==> src/design/ttc_pkg.sv <==
// Shared types, codes and constants of the TFTP transfer controller.
// No dependencies; every design file imports it.
package ttc_pkg;

  localparam int unsigned MAX_RESULTS     = 3;
  localparam int unsigned QUEUE_DEPTH_DEF = 4;

  localparam logic [9:0]  BLOCK_BYTES = 10'd512;
  localparam logic [9:0]  HDR_BYTES   = 10'd4;
  localparam logic [15:0] FIRST_BLOCK = 16'd1;
  localparam logic [3:0]  RETRY_SAT   = 4'd15;
  localparam logic [3:0]  RETRY_LIMIT_RST = 4'd5;

  // event kinds
  localparam logic [1:0] OP_PACKET  = 2'd0;
  localparam logic [1:0] OP_TIMEOUT = 2'd1;
  localparam logic [1:0] OP_CHUNK   = 2'd2;

  // received opcodes
  localparam logic [7:0] OPC_RRQ   = 8'd1;
  localparam logic [7:0] OPC_WRQ   = 8'd2;
  localparam logic [7:0] OPC_DATA  = 8'd3;
  localparam logic [7:0] OPC_ACK   = 8'd4;
  localparam logic [7:0] OPC_ERROR = 8'd5;

  typedef enum logic [3:0] {
    ACT_DATA       = 4'd0,
    ACT_ACK        = 4'd1,
    ACT_ERROR      = 4'd2,
    ACT_CHUNK      = 4'd3,
    ACT_WRITE      = 4'd4,
    ACT_DONE       = 4'd5,
    ACT_AB_RETRIES = 4'd6,
    ACT_AB_BLOCK   = 4'd7,
    ACT_AB_OPCODE  = 4'd8,
    ACT_AB_PEER    = 4'd9,
    ACT_AB_OPEN    = 4'd10
  } action_t;

  typedef enum logic [3:0] {
    PH_IDLE       = 4'b0001,
    PH_WAIT_CHUNK = 4'b0010,
    PH_WAIT_ACK   = 4'b0100,
    PH_WRITE      = 4'b1000
  } phase_t;

  typedef struct packed {
    logic [1:0]  op;
    logic [7:0]  pkt_opcode;
    logic [15:0] pkt_block;
    logic [9:0]  pkt_length;
    logic [9:0]  chunk_length;
    logic        file_ok;
  } in_item_t;

  typedef struct packed {
    action_t     action;
    logic [15:0] packet_block;
    logic [9:0]  payload_length;
    logic        last;
  } out_item_t;

  typedef struct packed {
    action_t     action;
    logic [15:0] blk;
    logic [9:0]  len;
  } res_t;

  // all results of one event; cnt is 1 to 3 for a queued bundle
  typedef struct packed {
    logic [1:0]                  cnt;
    res_t [MAX_RESULTS-1:0]      res;
  } bundle_t;

  function automatic res_t mk_res(action_t act, logic [15:0] blk, logic [9:0] len);
    res_t r;
    r.action = act;
    r.blk    = blk;
    r.len    = len;
    return r;
  endfunction

endpackage

==> src/design/tftp_transfer_controller.sv <==
// Top level of the server-side TFTP transfer controller.
// Depends on ttc_pkg, ttc_front, ttc_queue and ttc_back.

// Server-side TFTP transfer controller. Each input beat is one event: a received
// packet, a receive timeout, or a file chunk becoming ready. The front end decides
// the whole reaction of an event in the cycle it is accepted (one event per cycle
// while the queue has room) and writes the zero to three resulting actions as one
// bundle into a queue of QUEUE_DEPTH bundles; events with no reaction leave no trace
// in the queue. The back end reads bundles and sends one result beat per cycle,
// while out_ready allows, through an output register, so an event holds the result
// port for one beat per result and the result rate, not the decision logic, sets
// sustained throughput. With the queue and the output register empty, an accepted
// event is written into the queue, and its first result goes from the queue into
// the output register, raising out_valid. The final beat of each event carries
// last. The retry limit is written through the cfg port, which is always ready;
// write it only while no results are pending.
module tftp_transfer_controller #(
  parameter int unsigned QUEUE_DEPTH = ttc_pkg::QUEUE_DEPTH_DEF
) (
  input  logic               clk,
  input  logic               rst_n,
  input  logic               in_valid,
  output logic               in_ready,
  input  ttc_pkg::in_item_t  in_data,
  output logic               out_valid,
  input  logic               out_ready,
  output ttc_pkg::out_item_t out_data,
  input  logic               cfg_valid,
  output logic               cfg_ready,
  input  logic [3:0]         cfg_data
);
  import ttc_pkg::*;

  logic [3:0] retry_limit_r;
  logic       q_push, q_pop, q_full, q_valid;
  bundle_t    q_push_bnd, q_head;

  // Config register: always take the write.
  assign cfg_ready = 1'b1;

  always_ff @(posedge clk) begin
    if (!rst_n) begin
      retry_limit_r <= RETRY_LIMIT_RST;
    end else if (cfg_valid) begin
      retry_limit_r <= cfg_data;
    end
  end

  // Decide each event's reaction and advance the transfer state.
  ttc_front u_front (
    .clk         (clk),
    .rst_n       (rst_n),
    .in_valid    (in_valid),
    .in_ready    (in_ready),
    .in_data     (in_data),
    .retry_limit (retry_limit_r),
    .q_full      (q_full),
    .push        (q_push),
    .push_bnd    (q_push_bnd)
  );

  // Hold decided bundles so either side can stall on its own.
  ttc_queue #(
    .DEPTH (QUEUE_DEPTH)
  ) u_queue (
    .clk       (clk),
    .rst_n     (rst_n),
    .push      (q_push),
    .push_bnd  (q_push_bnd),
    .pop       (q_pop),
    .full      (q_full),
    .not_empty (q_valid),
    .head      (q_head)
  );

  // Drain bundles one result beat at a time.
  ttc_back u_back (
    .clk       (clk),
    .rst_n     (rst_n),
    .q_valid   (q_valid),
    .head      (q_head),
    .pop       (q_pop),
    .out_valid (out_valid),
    .out_ready (out_ready),
    .out_data  (out_data)
  );

endmodule

==> src/design/ttc_front.sv <==
// Front end: accepts events, holds the transfer state and decides the results.
// Depends on ttc_pkg.
module ttc_front (
  input  logic              clk,
  input  logic              rst_n,
  input  logic              in_valid,
  output logic              in_ready,
  input  ttc_pkg::in_item_t in_data,
  input  logic [3:0]        retry_limit,
  input  logic              q_full,
  output logic              push,
  output ttc_pkg::bundle_t  push_bnd
);
  import ttc_pkg::*;

  phase_t      phase_r, phase_nxt;
  logic [15:0] blk_r, blk_nxt;
  logic [3:0]  retry_r, retry_nxt;
  logic [9:0]  held_r, held_nxt;

  bundle_t     bnd;
  logic        go_idle;
  logic        in_fire;
  logic [15:0] blk_inc;
  logic [3:0]  retry_inc;
  logic [9:0]  pay_raw, pay, chunk;

  assign in_ready = !q_full;
  assign in_fire  = in_valid && in_ready;
  assign push     = in_fire && (bnd.cnt != 2'd0);
  assign push_bnd = bnd;

  always_comb begin
    phase_nxt = phase_r;
    blk_nxt   = blk_r;
    retry_nxt = retry_r;
    held_nxt  = held_r;
    bnd       = '0;
    go_idle   = 1'b0;
    blk_inc   = blk_r + 16'd1;
    retry_inc = (retry_r == RETRY_SAT) ? RETRY_SAT : retry_r + 4'd1;
    pay_raw   = (in_data.pkt_length >= HDR_BYTES) ? in_data.pkt_length - HDR_BYTES : 10'd0;
    pay       = (pay_raw > BLOCK_BYTES) ? BLOCK_BYTES : pay_raw;
    chunk     = (in_data.chunk_length > BLOCK_BYTES) ? BLOCK_BYTES : in_data.chunk_length;

    if (in_data.op == OP_PACKET) begin
      if (phase_r == PH_IDLE) begin
        if (in_data.pkt_opcode == OPC_RRQ || in_data.pkt_opcode == OPC_WRQ) begin
          priority if (!in_data.file_ok) begin
            bnd.cnt    = 2'd2;
            bnd.res[0] = mk_res(ACT_ERROR, 16'd0, 10'd0);
            bnd.res[1] = mk_res(ACT_AB_OPEN, 16'd0, 10'd0);
            go_idle    = 1'b1;
          end else if (in_data.pkt_opcode == OPC_RRQ) begin
            phase_nxt  = PH_WAIT_CHUNK;
            bnd.cnt    = 2'd1;
            bnd.res[0] = mk_res(ACT_CHUNK, FIRST_BLOCK, 10'd0);
          end else begin
            phase_nxt  = PH_WRITE;
            bnd.cnt    = 2'd1;
            bnd.res[0] = mk_res(ACT_ACK, 16'd0, 10'd0);
          end
        end else if (in_data.pkt_opcode != OPC_ACK) begin
          bnd.cnt    = 2'd1;
          bnd.res[0] = mk_res(ACT_AB_OPCODE, 16'd0, 10'd0);
          go_idle    = 1'b1;
        end
      end else if (in_data.pkt_opcode == OPC_ERROR) begin
        bnd.cnt    = 2'd1;
        bnd.res[0] = mk_res(ACT_AB_PEER, 16'd0, 10'd0);
        go_idle    = 1'b1;
      end else if (phase_r == PH_WAIT_ACK) begin
        priority if (in_data.pkt_opcode != OPC_ACK) begin
          bnd.cnt    = 2'd1;
          bnd.res[0] = mk_res(ACT_AB_OPCODE, 16'd0, 10'd0);
          go_idle    = 1'b1;
        end else if (in_data.pkt_block == blk_r) begin
          bnd.cnt = 2'd1;
          if (held_r < BLOCK_BYTES) begin
            bnd.res[0] = mk_res(ACT_DONE, 16'd0, 10'd0);
            go_idle    = 1'b1;
          end else begin
            blk_nxt    = blk_inc;
            retry_nxt  = 4'd0;
            phase_nxt  = PH_WAIT_CHUNK;
            bnd.res[0] = mk_res(ACT_CHUNK, blk_inc, 10'd0);
          end
        end else if (in_data.pkt_block < blk_r) begin
          retry_nxt  = 4'd0;
          bnd.cnt    = 2'd1;
          bnd.res[0] = mk_res(ACT_DATA, blk_r, held_r);
        end else begin
          bnd.cnt    = 2'd1;
          bnd.res[0] = mk_res(ACT_AB_BLOCK, 16'd0, 10'd0);
          go_idle    = 1'b1;
        end
      end else if (phase_r == PH_WRITE) begin
        if (in_data.pkt_opcode != OPC_DATA) begin
          bnd.cnt    = 2'd1;
          bnd.res[0] = mk_res(ACT_AB_OPCODE, 16'd0, 10'd0);
          go_idle    = 1'b1;
        end else if (in_data.pkt_block == blk_r) begin
          bnd.res[0] = mk_res(ACT_WRITE, blk_r, pay);
          bnd.res[1] = mk_res(ACT_ACK, blk_r, 10'd0);
          if (pay < BLOCK_BYTES) begin
            bnd.cnt    = 2'd3;
            bnd.res[2] = mk_res(ACT_DONE, 16'd0, 10'd0);
            go_idle    = 1'b1;
          end else begin
            bnd.cnt   = 2'd2;
            blk_nxt   = blk_inc;
            retry_nxt = 4'd0;
          end
        end else if (in_data.pkt_block > blk_r) begin
          bnd.cnt    = 2'd1;
          bnd.res[0] = mk_res(ACT_AB_BLOCK, 16'd0, 10'd0);
          go_idle    = 1'b1;
        end
      end
    end else if (in_data.op == OP_TIMEOUT) begin
      if (phase_r == PH_WAIT_ACK || phase_r == PH_WRITE) begin
        retry_nxt = retry_inc;
        if (retry_inc >= retry_limit) begin
          bnd.cnt    = 2'd1;
          bnd.res[0] = mk_res(ACT_AB_RETRIES, 16'd0, 10'd0);
          go_idle    = 1'b1;
        end else if (phase_r == PH_WAIT_ACK) begin
          bnd.cnt    = 2'd1;
          bnd.res[0] = mk_res(ACT_DATA, blk_r, held_r);
        end
      end
    end else if (in_data.op == OP_CHUNK) begin
      if (phase_r == PH_WAIT_CHUNK) begin
        held_nxt   = chunk;
        retry_nxt  = 4'd0;
        phase_nxt  = PH_WAIT_ACK;
        bnd.cnt    = 2'd1;
        bnd.res[0] = mk_res(ACT_DATA, blk_r, chunk);
      end
    end

    // every return to idle restarts the whole context
    if (go_idle) begin
      phase_nxt = PH_IDLE;
      blk_nxt   = FIRST_BLOCK;
      retry_nxt = 4'd0;
      held_nxt  = 10'd0;
    end
  end

  always_ff @(posedge clk) begin
    if (!rst_n) begin
      phase_r <= PH_IDLE;
      blk_r   <= FIRST_BLOCK;
      retry_r <= 4'd0;
      held_r  <= 10'd0;
    end else if (in_fire) begin
      phase_r <= phase_nxt;
      blk_r   <= blk_nxt;
      retry_r <= retry_nxt;
      held_r  <= held_nxt;
    end
  end

endmodule

==> src/design/ttc_queue.sv <==
// Short bundle queue between the decision front end and the result back end.
// Depends on ttc_pkg.
module ttc_queue #(
  parameter int unsigned DEPTH = ttc_pkg::QUEUE_DEPTH_DEF
) (
  input  logic             clk,
  input  logic             rst_n,
  input  logic             push,
  input  ttc_pkg::bundle_t push_bnd,
  input  logic             pop,
  output logic             full,
  output logic             not_empty,
  output ttc_pkg::bundle_t head
);
  import ttc_pkg::*;

  localparam int unsigned PTR_W = $clog2(DEPTH);
  localparam int unsigned CNT_W = $clog2(DEPTH + 1);

  bundle_t            slot_r [DEPTH];
  logic [PTR_W-1:0]   wr_ptr_r, rd_ptr_r;
  logic [CNT_W-1:0]   count_r;

  assign full      = (count_r == CNT_W'(DEPTH));
  assign not_empty = (count_r != '0);
  assign head      = slot_r[rd_ptr_r];

  always_ff @(posedge clk) begin
    if (push) begin
      slot_r[wr_ptr_r] <= push_bnd;
    end
  end

  always_ff @(posedge clk) begin
    if (!rst_n) begin
      wr_ptr_r <= '0;
      rd_ptr_r <= '0;
      count_r  <= '0;
    end else begin
      if (push) begin
        wr_ptr_r <= (wr_ptr_r == PTR_W'(DEPTH - 1)) ? '0 : wr_ptr_r + 1'b1;
      end
      if (pop) begin
        rd_ptr_r <= (rd_ptr_r == PTR_W'(DEPTH - 1)) ? '0 : rd_ptr_r + 1'b1;
      end
      unique case ({push, pop})
        2'b10:   count_r <= count_r + 1'b1;
        2'b01:   count_r <= count_r - 1'b1;
        default: count_r <= count_r;
      endcase
    end
  end

endmodule

==> src/design/ttc_back.sv <==
// Back end: unpacks queued bundles into single result beats, output register.
// Depends on ttc_pkg.
module ttc_back (
  input  logic               clk,
  input  logic               rst_n,
  input  logic               q_valid,
  input  ttc_pkg::bundle_t   head,
  output logic               pop,
  output logic               out_valid,
  input  logic               out_ready,
  output ttc_pkg::out_item_t out_data
);
  import ttc_pkg::*;

  logic [1:0] idx_r;
  logic       out_valid_r;
  out_item_t  out_data_r;
  logic       load;
  logic       is_last;
  res_t       cur;

  assign load    = q_valid && (!out_valid_r || out_ready);
  assign cur     = head.res[idx_r];
  assign is_last = (idx_r == head.cnt - 2'd1);
  assign pop     = load && is_last;

  assign out_valid = out_valid_r;
  assign out_data  = out_data_r;

  always_ff @(posedge clk) begin
    if (load) begin
      out_data_r.action         <= cur.action;
      out_data_r.packet_block   <= cur.blk;
      out_data_r.payload_length <= cur.len;
      out_data_r.last           <= is_last;
    end
  end

  always_ff @(posedge clk) begin
    if (!rst_n) begin
      idx_r       <= 2'd0;
      out_valid_r <= 1'b0;
    end else begin
      if (load) begin
        out_valid_r <= 1'b1;
      end else if (out_ready) begin
        out_valid_r <= 1'b0;
      end
      if (load) begin
        idx_r <= is_last ? 2'd0 : idx_r + 2'd1;
      end
    end
  end

endmodule

==> config.mk <==
export PLATFORM = sky130hd
export DESIGN_NAME = tftp_transfer_controller
export DESIGN_NICKNAME = d
export VERILOG_FILES = /design/src/design/ttc_pkg.sv /design/src/design/tftp_transfer_controller.sv /design/src/design/ttc_front.sv /design/src/design/ttc_queue.sv /design/src/design/ttc_back.sv
export SDC_FILE = /design/constraint.sdc
export NUM_CORES = 1
export LEC_CHECK = 0
export BUFFER_PORTS_ARGS = -buffer_cell sky130_fd_sc_hd__buf_2
export CAP_MARGIN = 10
export CORE_MARGIN = 4
export CORE_UTILIZATION = 45
export CTS_CLUSTER_SIZE = 16
export DETAILED_ROUTE_END_ITERATION = 10
export PLACE_DENSITY = 0.66
export SYNTH_ARGS = -nofsm -noshare
export SYNTH_HDL_FRONTEND = slang
export SYNTH_HIERARCHICAL = 1
export SYNTH_SLANG_ARGS = --single-unit
==> constraint.sdc <==
create_clock -name clk -period 7.2 [get_ports clk]
set_input_delay 0 -clock clk [delete_from_list [all_inputs] [get_ports clk]]
set_output_delay 0 -clock clk [all_outputs]
set_load 0.005 [all_outputs]
==> metrics.cfg, run 1 <==
[synthesis]
yosysTopAreaCell=edfxtp_1
seq_area_frac_synth_pct=65.4
yosys-top-cells-area=edfxtp_1 60%, mux4_2 10%, dfxtp_1 5.0%, mux2i_1 2.5%, nand2_1 2.1%
yosysWarnings=6
synth_commonest_cells=399 x edfxtp_1, 111 x nand2_1, 92 x mux4_2
yosys.area.top_type_share_pct=60.3
avgSynthCellArea_sq_um=15.4
synthesis.area_sq_um=19900
synth_cell_type_count=83
synth-edff-count=399
async_flop_share_pct=0
yosysMostFrequentCell=edfxtp_1
synth_ff_type=edfxtp_1
synth_seq_cells=449
synth_cells=1288

[timing]
worst_hold_slack_ps=59.7
slew-limit-headroom_pct=22.4
period_share_pct=69.2
period_needed_ps=4980
final_max_slew_viol_count=0
skew_ps=23.2
fin_setup_tns_ps=0
tightestPinTransition_ps=1160
finalSetupViolCount=0
max_clock_freq_mhz=201
rsz0062_at_grt=false
hold_viol_final=0

[floorplanning]
row_count=76
ios=90
die_h_um=218
initial_core_util_pct=45.8
die-area_sq_um=47500
coreArea_sq_um=43400
die_x_um=218

[routing]
wire_per_inst_um=21.3
drtPass1Iterations=5
drt-vias-per-instance=5.66
wl_um=43100
drc=0
postRouteAntennaNets=0
route.vias.total=11500
drtIter0Drc=890

[worst_setup_path]
cp_slowest_stage_delay_ps=800
crit_arrival_ps=5220
crit_slowest_cell=and2_4
path_cells=inv_1 > ha_1 > nand4_1 > or4_1 > nor3_1 > inv_2 > o21ai_1 > o21a_1 > and2_4 > buf_4
criticalPathCategory=reg -> reg
crit_fanout=58
worstPathRequired_ps=7440
worstSetupStartpointType=flop
endpoint_kind=flop

[cells_and_area]
nNetsFinal=1496
post-route-cell-area_sq_um=22500
layout-drive-gt1-share_pct=20.7
final_util_pct=51.8
num_antenna_cells=0
area_growth_pct=13.2

[cts]
clk_latency_ps=580
clock_sinks=449
clk_pin_slew_ps=60
cts_tree=done
htreeDepth=2
root_buffer=clkbuf_16
cts_resized=0
clock_path_buffers=3
postCtsSetupRepairBufs=0
cts_buffers=46
cts_hold_buf=27

[flow_run]
maxCapViolCount=0

[global_routing]
gr-usage-all-layers_pct=18.0
grt_max_degree=59
antenna_found_initial=1
grt_pass1_wl_um=66600
grt_pass1_vias=11300
grt-ovfl-total=0

[power]
power_density_nw_per_um2=244
p_leak_nw=7.40
peakVddDrop_v=0.000148

[run_status]
status=finished, final reports clean

[place]
gp_congestion=0.889
placedInstanceArea_sq_um=20700
dp_hpwl_um=27600
port_buffers=88

[worst_hold_path]
hold_class=in -> reg

[cell type report]
cell class | instances | area, sq um
timing repair buffer | 131 | 831
sequential | 449 | 13000
tap | 585 | 732
fill | 3593 | 20900
clock inverter | 27 | 268
clock buffer | 56 | 1240
inverter | 39 | 146
multi-input combinational | 739 | 6270
[layout by cell type (no fill, tap or decap), types with 11 or more instances in the layout]
cell type,instances
edfxtp_1,399
nand2_1,111
mux4_2,92
buf_2,88
a21oi_1,53
mux2i_1,49
clkbuf_16,47
dfxtp_1,47
nor2_1,47
conb_1,40
inv_1,38
o21ai_1,36
ha_1,33
dlygate4sd3_1,27
o21ai_0,27
nand3_1,20
buf_4,16
and3_1,16
o22ai_1,14
a22o_1,14
nor2b_1,13
a32o_1,11
[cell families (layout without fill, tap and decap cells)]
logic type / after synthesis / after routing / synth area share [%]
adder cells (fa/ha/maj): 34 / 34 / 2.18
other: 2 / 40 / 0.0378
flip-flops: 449 / 449 / 65.4
AO/OA/AOI/OAI: 231 / 231 / 7.82
AND/OR/NAND/NOR: 284 / 284 / 7.33
multiplexers: 142 / 142 / 13.0
buffers and inverters: 138 / 253 / 3.93
XOR/XNOR: 8 / 8 / 0.353
[routing by layer]
layer,vias to the layer above,GRT usage [%],routed length [um]
li1,5238,-,-
met1,5801,25.6,19200
met2,372,29.2,20500
met3,57,3.62,2620
met4,0,3.79,729
met5,-,0,0
[final timing paths]
check	start	to	slack (ps)	cells after the start
min reg2reg	u_front/held_r[8]$_SDFFE_PN0P_	u_front/held_r[8]$_SDFFE_PN0P_	470	1
max	u_front/blk_r[11]$_SDFFE_PN0P_	u_queue/slot_r[2][43]$_DFFE_PP_	2220	10
min	in_valid	u_front/phase_r[1]$_SDFFE_PN0P_	60	5
max reg2reg	u_front/blk_r[11]$_SDFFE_PN0P_	u_queue/slot_r[2][43]$_DFFE_PP_	2220	10
[power by group]
group / total (mW) / internal [mW] / switching (mW)
clock network: 2.35 / 1.37 / 0.977
logic: 0.254 / 0.105 / 0.149
registers: 2.88 / 2.86 / 0.0185
[state kept, by name (all words and copies together) (netlist names), named ones only]
signal	count
u_queue/wr_ptr_r	2
retry_limit_r	4
u_queue/count_r	3
u_queue/slot_r	368
u_back/idx_r	2
u_front/retry_r	4
u_queue/rd_ptr_r	2
u_front/blk_r	16
u_back/out_data	31
u_front/held_r	10
u_front/phase_r	4
u_back/out_valid	1
[stage by stage]
stage / instances / setup slack (ps) / power (mW)
final: 2026 / 2220 / 5.48
after floorplan: 1326 / 2000 / 3.10
after CTS: 2026 / 2220 / 5.54
after global routing: 2026 / 1880 / 5.69
after global placement: 1916 / 2310 / 3.17
after detailed placement: 1916 / 2250 / 3.17
[critical path, delay by kind of cell (launching register included)]
kind,cells,cell delay [ps]
AND/OR/NAND/NOR,4,2430
buffers and inverters,3,880
adder cells (fa/ha/maj),1,330
flip-flops,1,390
AO/OA/AOI/OAI,2,590
Note: power is estimated with default switching activity, not from simulation.
==> inputs of run 2 (changes only) <==
- clock period: 7.2 -> 4.95 ns (I/O delays scaled with it)
==> run 2 against run 1 <==
  * Sequential cell count unchanged
  * Final area is 0.21% higher
  * Clock power rose by 41%
==> metrics.cfg, run 2 (synthesis results as in run 1) <==
[run_status]
status=finished, final reports clean

[cells_and_area]
largest_reg_flops=368  ; unchanged
nNetsFinal=1501  ; +0.33%
post-route-cell-area_sq_um=22500  ; +0.21%
final_common_cell=edfxtp_1
area_growth_pct=13.4
top_register=u_queue/slot_r
num_antenna_cells=0  ; unchanged
layout-drive-gt1-share_pct=20.6  ; -0.13 points
final_cell_mix=399 x edfxtp_1, 111 x nand2_1, 92 x mux4_2

[worst_hold_path]
holdPathEnd=u_queue/slot_r[0][1]$_DFFE_PP_
hold_class=in -> reg
min_from=in_data[12]
hold_depth=3  ; -2

[worst_setup_path]
crit_arrival_ps=4840  ; -380 ps
crit_fanout=17  ; -71%
r2r_setup_slack_ps=600  ; -1620 ps
path_cells=inv_1 > ha_1 > nand4_1 > or4_1 > nor3_1 > buf_4 > inv_2 > o21ai_1 > o21a_1 > inv_1 > ha_1 > fa_1 > xnor2_1 > or3_1 > a21boi_0
cp_slowest_stage_delay_ps=780  ; -20 ps
critPathTopFamily=simple AND/OR/NAND/NOR gates
r2r_start=u_front/blk_r[11]$_SDFFE_PN0P_
path_buf_inv=4  ; +1
crit_slowest_cell=or4_1
regToRegEndpoint=u_queue/count_r[2]$_SDFFE_PN0P_
worstPathRequired_ps=5440  ; -2000 ps
reg2reg_depth=15  ; +5
endpoint_kind=flop
criticalPathCategory=reg -> reg
worstSetupStartpointType=flop

[floorplanning]
coreArea_sq_um=43400  ; unchanged
row_count=76  ; unchanged
die_h_um=218  ; unchanged
ios=90  ; unchanged
die_x_um=218  ; unchanged
initial_core_util_pct=45.8  ; unchanged
die-area_sq_um=47500  ; unchanged

[power]
peakVddDrop_v=0.000211  ; +42%
p_leak_nw=7.47  ; +0.89%
power_density_nw_per_um2=349  ; +43%

[cts]
clk_pin_slew_ps=60  ; about the same
cts_tree=done
root_buffer=clkbuf_16
htreeDepth=2  ; unchanged
cts_buffers=46  ; unchanged
clock_sinks=449  ; unchanged
clk_latency_ps=560  ; -20 ps
clock_path_buffers=3  ; unchanged

[timing]
skew_ps=19.5  ; -3.66 ps
period_share_pct=87.9  ; +19 points
finalSetupViolCount=0  ; unchanged
tightestPinTransition_ps=1180  ; +24.8 ps
period_needed_ps=4350  ; -631 ps
max_clock_freq_mhz=230  ; +15%
rsz0062_at_grt=false
fin_setup_tns_ps=0  ; unchanged
slew-limit-headroom_pct=20.8  ; -1.7 points
hold_viol_final=0  ; unchanged
final_max_slew_viol_count=0  ; unchanged

[routing]
wl_um=43500  ; +1.1%
postRouteAntennaNets=0  ; unchanged
drtIter0Drc=893  ; +0.34%
route.vias.total=11600  ; +0.78%
drt-vias-per-instance=5.69  ; +0.59%
drtPass1Iterations=5  ; unchanged
wire_per_inst_um=21.4  ; +0.86%
drc=0  ; unchanged

[place]
dp_hpwl_um=27700  ; +0.39%
gp_congestion=0.866  ; -2.6%
port_buffers=88  ; unchanged
placedInstanceArea_sq_um=20800  ; +0.58%

[global_routing]
gr-usage-all-layers_pct=18.4  ; +0.38 points
antenna_found_initial=0  ; -1
grt-ovfl-total=0  ; unchanged
grt_pass1_wl_um=67700  ; +1.6%
grt_max_degree=93  ; +58%
grt_pass1_vias=11700  ; +2.8%

[flow_run]
maxCapViolCount=0  ; unchanged

## run 2: what timing repair did
item	in CTS	in global routing
endpoints found under the hold margin	46	0
buffers inserted	0	0
gates resized for setup	0	0
hold buffers	26	0
## run 2: worst max-delay path by stage
stage / endpoint / slack [ps] / depth (start not counted) / startpoint
6_report: u_queue/count_r[2]$_SDFFE_PN0P_ / 600 / 15 / u_front/blk_r[11]$_SDFFE_PN0P_
5_1_grt: u_queue/count_r[2]$_SDFFE_PN0P_ / 310 / 15 / u_front/blk_r[13]$_SDFFE_PN0P_
4_1_cts: u_queue/count_r[2]$_SDFFE_PN0P_ / 610 / 15 / u_front/blk_r[13]$_SDFFE_PN0P_
3_5_place_dp: u_queue/count_r[2]$_SDFFE_PN0P_ / 630 / 15 / u_front/blk_r[13]$_SDFFE_PN0P_
3_3_place_gp: u_queue/count_r[2]$_SDFFE_PN0P_ / 660 / 15 / u_front/blk_r[10]$_SDFFE_PN0P_
2_1_floorplan: u_queue/slot_r[3][0]$_DFFE_PP_ / 750 / 10 / u_front/blk_r[13]$_SDFFE_PN0P_
## run 2: tightest hold or removal path, delay by kind of cell
| family | cells | cell delay, ps |
|---|---|---|
| AO/OA/AOI/OAI | 2 | 280 |
| buffers and inverters | 1 | 120 |
## run 2: per-layer routing
metal / share of wire (%) / track usage, % / vias to the layer above / wire length [um]
met1: 44 / 26.0 / 5832 / 19300
met4: 2.2 / 5.50 / 0 / 952
li1: - / - / 5263 / -
met2: 48 / 29.8 / 394 / 20800
met5: 0 / 0 / - / 0
met3: 5.7 / 2.80 / 69 / 2500
## run 2: where the power goes
part,switching [mW],internal [mW]
Clock,1.37,1.94
Combinational,0.225,0.156
Sequential,0.0198,4.16
Total,1.62,6.25
## run 2: cell type report
type / count / area (sq um)
inverter: 39 / 146
timing repair buffer: 136 / 941
fill: 3625 / 20800
sequential: 449 / 13000
clock inverter: 19 / 188
clock buffer: 63 / 1260
multi-input combinational: 739 / 6270
tap: 585 / 732
## run 2: stage by stage
stage,utilization (%),hold WS [ps],total power [mW],setup slack [ps],std cells
2_1_floorplan,-,61.9,4.51,747,1326
3_3_place_gp,48.0,218,4.62,656,1922
3_5_place_dp,48.0,227,4.62,634,1922
4_1_cts,51.9,4.34,7.97,610,2030
5_1_grt,51.9,44.6,8.18,313,2030
6_report,51.9,48.7,7.87,599,2030
==> inputs of run 3 (changes only) <==
- CORE_MARGIN: 4 -> not set
==> run 3 against run 2 <==
  * Clock-buffer cell count decreased by 10
  * Clock skew grew 5.8 ps
  * Worst setup slack better by 22 ps
  * Via count shrank 0.42%
  * Highest routed layer unchanged
  * Critical endpoint unchanged
  * Critical path depth stayed put
==> metrics.cfg, run 3 (synthesis results as in run 1) <==
[run_status]
status=finished, final reports clean

[cells_and_area]
area_growth_pct=14.1
fin_cells=2032  ; +0.099%
layout-drive-gt1-share_pct=21.1  ; +0.52 points
num_antenna_cells=0  ; unchanged
final_cell_mix=399 x edfxtp_1, 111 x nand2_1, 92 x mux4_2
final_common_cell=edfxtp_1
largest_reg_flops=368  ; unchanged
top_register=u_queue/slot_r
nNetsFinal=1502  ; +0.067%

[cts]
cts_tree=done
clk_pin_slew_ps=60  ; about the same
cts_resized=0  ; unchanged
postCtsSetupRepairBufs=0  ; unchanged
clk_latency_ps=580  ; +20 ps
root_buffer=clkbuf_16
cts_hold_buf=28  ; +7.7%
cts_buffers=45  ; -2.2%
clock_sinks=449  ; unchanged
clock_path_buffers=3  ; unchanged
htreeDepth=2  ; unchanged

[floorplanning]
die-area_sq_um=45000  ; -5.4%
die_x_um=212  ; -2.8%
coreArea_sq_um=43300  ; -0.22%
ios=90  ; unchanged
initial_core_util_pct=45.9  ; +0.10 points
row_count=76  ; unchanged
die_h_um=212  ; -2.8%

[timing]
skew_ps=25.4  ; +5.84 ps
period_needed_ps=4330  ; -22.1 ps
tightestPinTransition_ps=1260  ; +77.6 ps
period_share_pct=87.4  ; -0.45 points
rsz0062_at_grt=false
final_max_slew_viol_count=0  ; unchanged
finalSetupViolCount=0  ; unchanged
fin_setup_tns_ps=0  ; unchanged
slew-limit-headroom_pct=15.6  ; -5.2 points
hold_viol_final=0  ; unchanged
max_clock_freq_mhz=231  ; +0.51%

[global_routing]
grt-ovfl-total=0  ; unchanged
grt_pass1_vias=11600  ; -0.74%
grt_use_met3_pct=3.62  ; +0.82 points
gr-usage-all-layers_pct=19.9  ; +1.5 points
grt_use_met2_pct=32.3  ; +2.4 points
grt_max_degree=63  ; -32%
grt.met1_usage_pct=27.7  ; +1.6 points
top_usage_layer=met2
antenna_found_initial=0  ; unchanged
grt_pass1_wl_um=67400  ; -0.40%

[worst_hold_path]
hold_class=in -> reg

[power]
peakVddDrop_v=0.000216  ; +2.5%
sequentialPowerShare_pct=51.6  ; -1.5 points
p_leak_nw=7.52  ; +0.69%
p_int_mw=6.40  ; +2.3%
power_density_nw_per_um2=357  ; +2.2%
swShare_pct=20.9  ; +0.32 points
p_switching_mw=1.69  ; +4.4%
p_comb_share_pct=4.8  ; about the same
clockPowerShare_pct=43.6  ; +1.5 points

[routing]
drtIter0Drc=901  ; +0.90%
drt-vias-per-instance=5.66  ; -0.52%
wire_per_inst_um=21.5  ; +0.43%
drtPass1Iterations=5  ; unchanged
wl_um=43700  ; +0.53%
postRouteAntennaNets=0  ; unchanged
drc=0  ; unchanged
route.vias.total=11500  ; -0.42%

[worst_setup_path]
crit_arrival_ps=4830  ; about the same
reg2reg_depth=15  ; unchanged
regToRegEndpoint=u_queue/count_r[2]$_SDFFE_PN0P_
endpoint_kind=flop
cp.depth=15  ; unchanged
endpoint=u_queue/count_r[2]$_SDFFE_PN0P_
criticalPathCategory=reg -> reg
crit_slowest_cell=or4_1
crit_start=u_front/blk_r[13]$_SDFFE_PN0P_
path_cells=inv_1 > ha_1 > nand4_2 > or4_1 > nor3_1 > buf_4 > inv_2 > o21ai_1 > o21a_1 > inv_1 > ha_1 > fa_1 > xnor2_1 > or3_1 > a21boi_0
r2r_setup_slack_ps=620  ; +20 ps
critPathTopFamily=simple AND/OR/NAND/NOR gates
crit_fanout=17  ; unchanged
r2r_start=u_front/blk_r[13]$_SDFFE_PN0P_
worstPathRequired_ps=5450  ; about the same
cp_slowest_stage_delay_ps=760  ; -20 ps
worstSetupStartpointType=flop
path_buf_inv=4  ; unchanged

[place]
gp_congestion=0.865  ; about the same
dp_hpwl_um=27900  ; +0.62%
dp.cells=1922  ; unchanged
port_buffers=88  ; unchanged

[flow_run]
maxCapViolCount=0  ; unchanged

-- run 3: changes by cell type in the layout (fill, tap and decap cells not counted) --
cell           delta
clkbuf_1          -8
bufinv_16         +4
clkinvlp_4        +3
clkbuf_16         -2
clkinv_8          +2
dlygate4sd3_1     +2
buf_12            +1
buf_4             -1
clkinv_2          +1
-- run 3: worst min-delay path by stage --
stage / start / end / slack [ps] / cells past startpoint
after floorplan: rst_n / retry_limit_r[0]$_SDFFE_PN1P_ / 60 / 1
after global placement: cfg_data[2] / retry_limit_r[2]$_SDFFE_PN1P_ / 220 / 3
after detailed placement: cfg_data[2] / retry_limit_r[2]$_SDFFE_PN1P_ / 220 / 3
after CTS: in_valid / u_front/phase_r[1]$_SDFFE_PN0P_ / 20 / 5
after global routing: in_valid / u_front/phase_r[1]$_SDFFE_PN0P_ / 110 / 5
final: in_valid / u_front/phase_r[1]$_SDFFE_PN0P_ / 80 / 5
-- run 3: routing by layer --
layer	share of wire, %	up-vias
met5	0	-
met4	1.9	0
met3	6.3	67
met2	48	378
met1	44	5798
li1	-	5266
-- run 3: area by class of cell --
cell class / count / area, sq um
clock inverters: 29 / 368
multi-input cells: 739 / 6270
repair buffers: 138 / 973
well taps: 585 / 732
fillers: 3532 / 20600
inverters: 39 / 146
flip-flops and latches: 449 / 13000
clock buffers: 53 / 1180
-- run 3: power by group through the flow --
stage | combinational [mW] | sequential, mW | clock, mW
3_5_place_dp | 0.365 | 4.26 | 0
5_1_grt | 0.422 | 4.18 | 3.73
4_1_cts | 0.385 | 4.18 | 3.60
6_report | 0.385 | 4.18 | 3.53
3_3_place_gp | 0.362 | 4.26 | 0
2_1_floorplan | 0.253 | 4.25 | 0
-- run 3: stage by stage --
| step | utilization (%) | hold WS, ps | cell area [sq um] | setup WS, ps | power (mW) |
|---|---|---|---|---|---|
| floorplan | - | 61.9 | 20000 | 747 | 4.51 |
| global placement | 48.1 | 217 | 20800 | 697 | 4.62 |
| detailed placement | 48.1 | 224 | 20800 | 636 | 4.62 |
| CTS | 52.4 | 24.5 | 22700 | 621 | 8.16 |
| global route | 52.4 | 112 | 22700 | 222 | 8.33 |
| finish | 52.4 | 83.0 | 22700 | 621 | 8.09 |
-- run 3: worst min-delay path: stages --
cell       delay, ps
buf_2            100
nand2_1          170
a21oi_1          130
o2111ai_1        130
a21oi_1           70
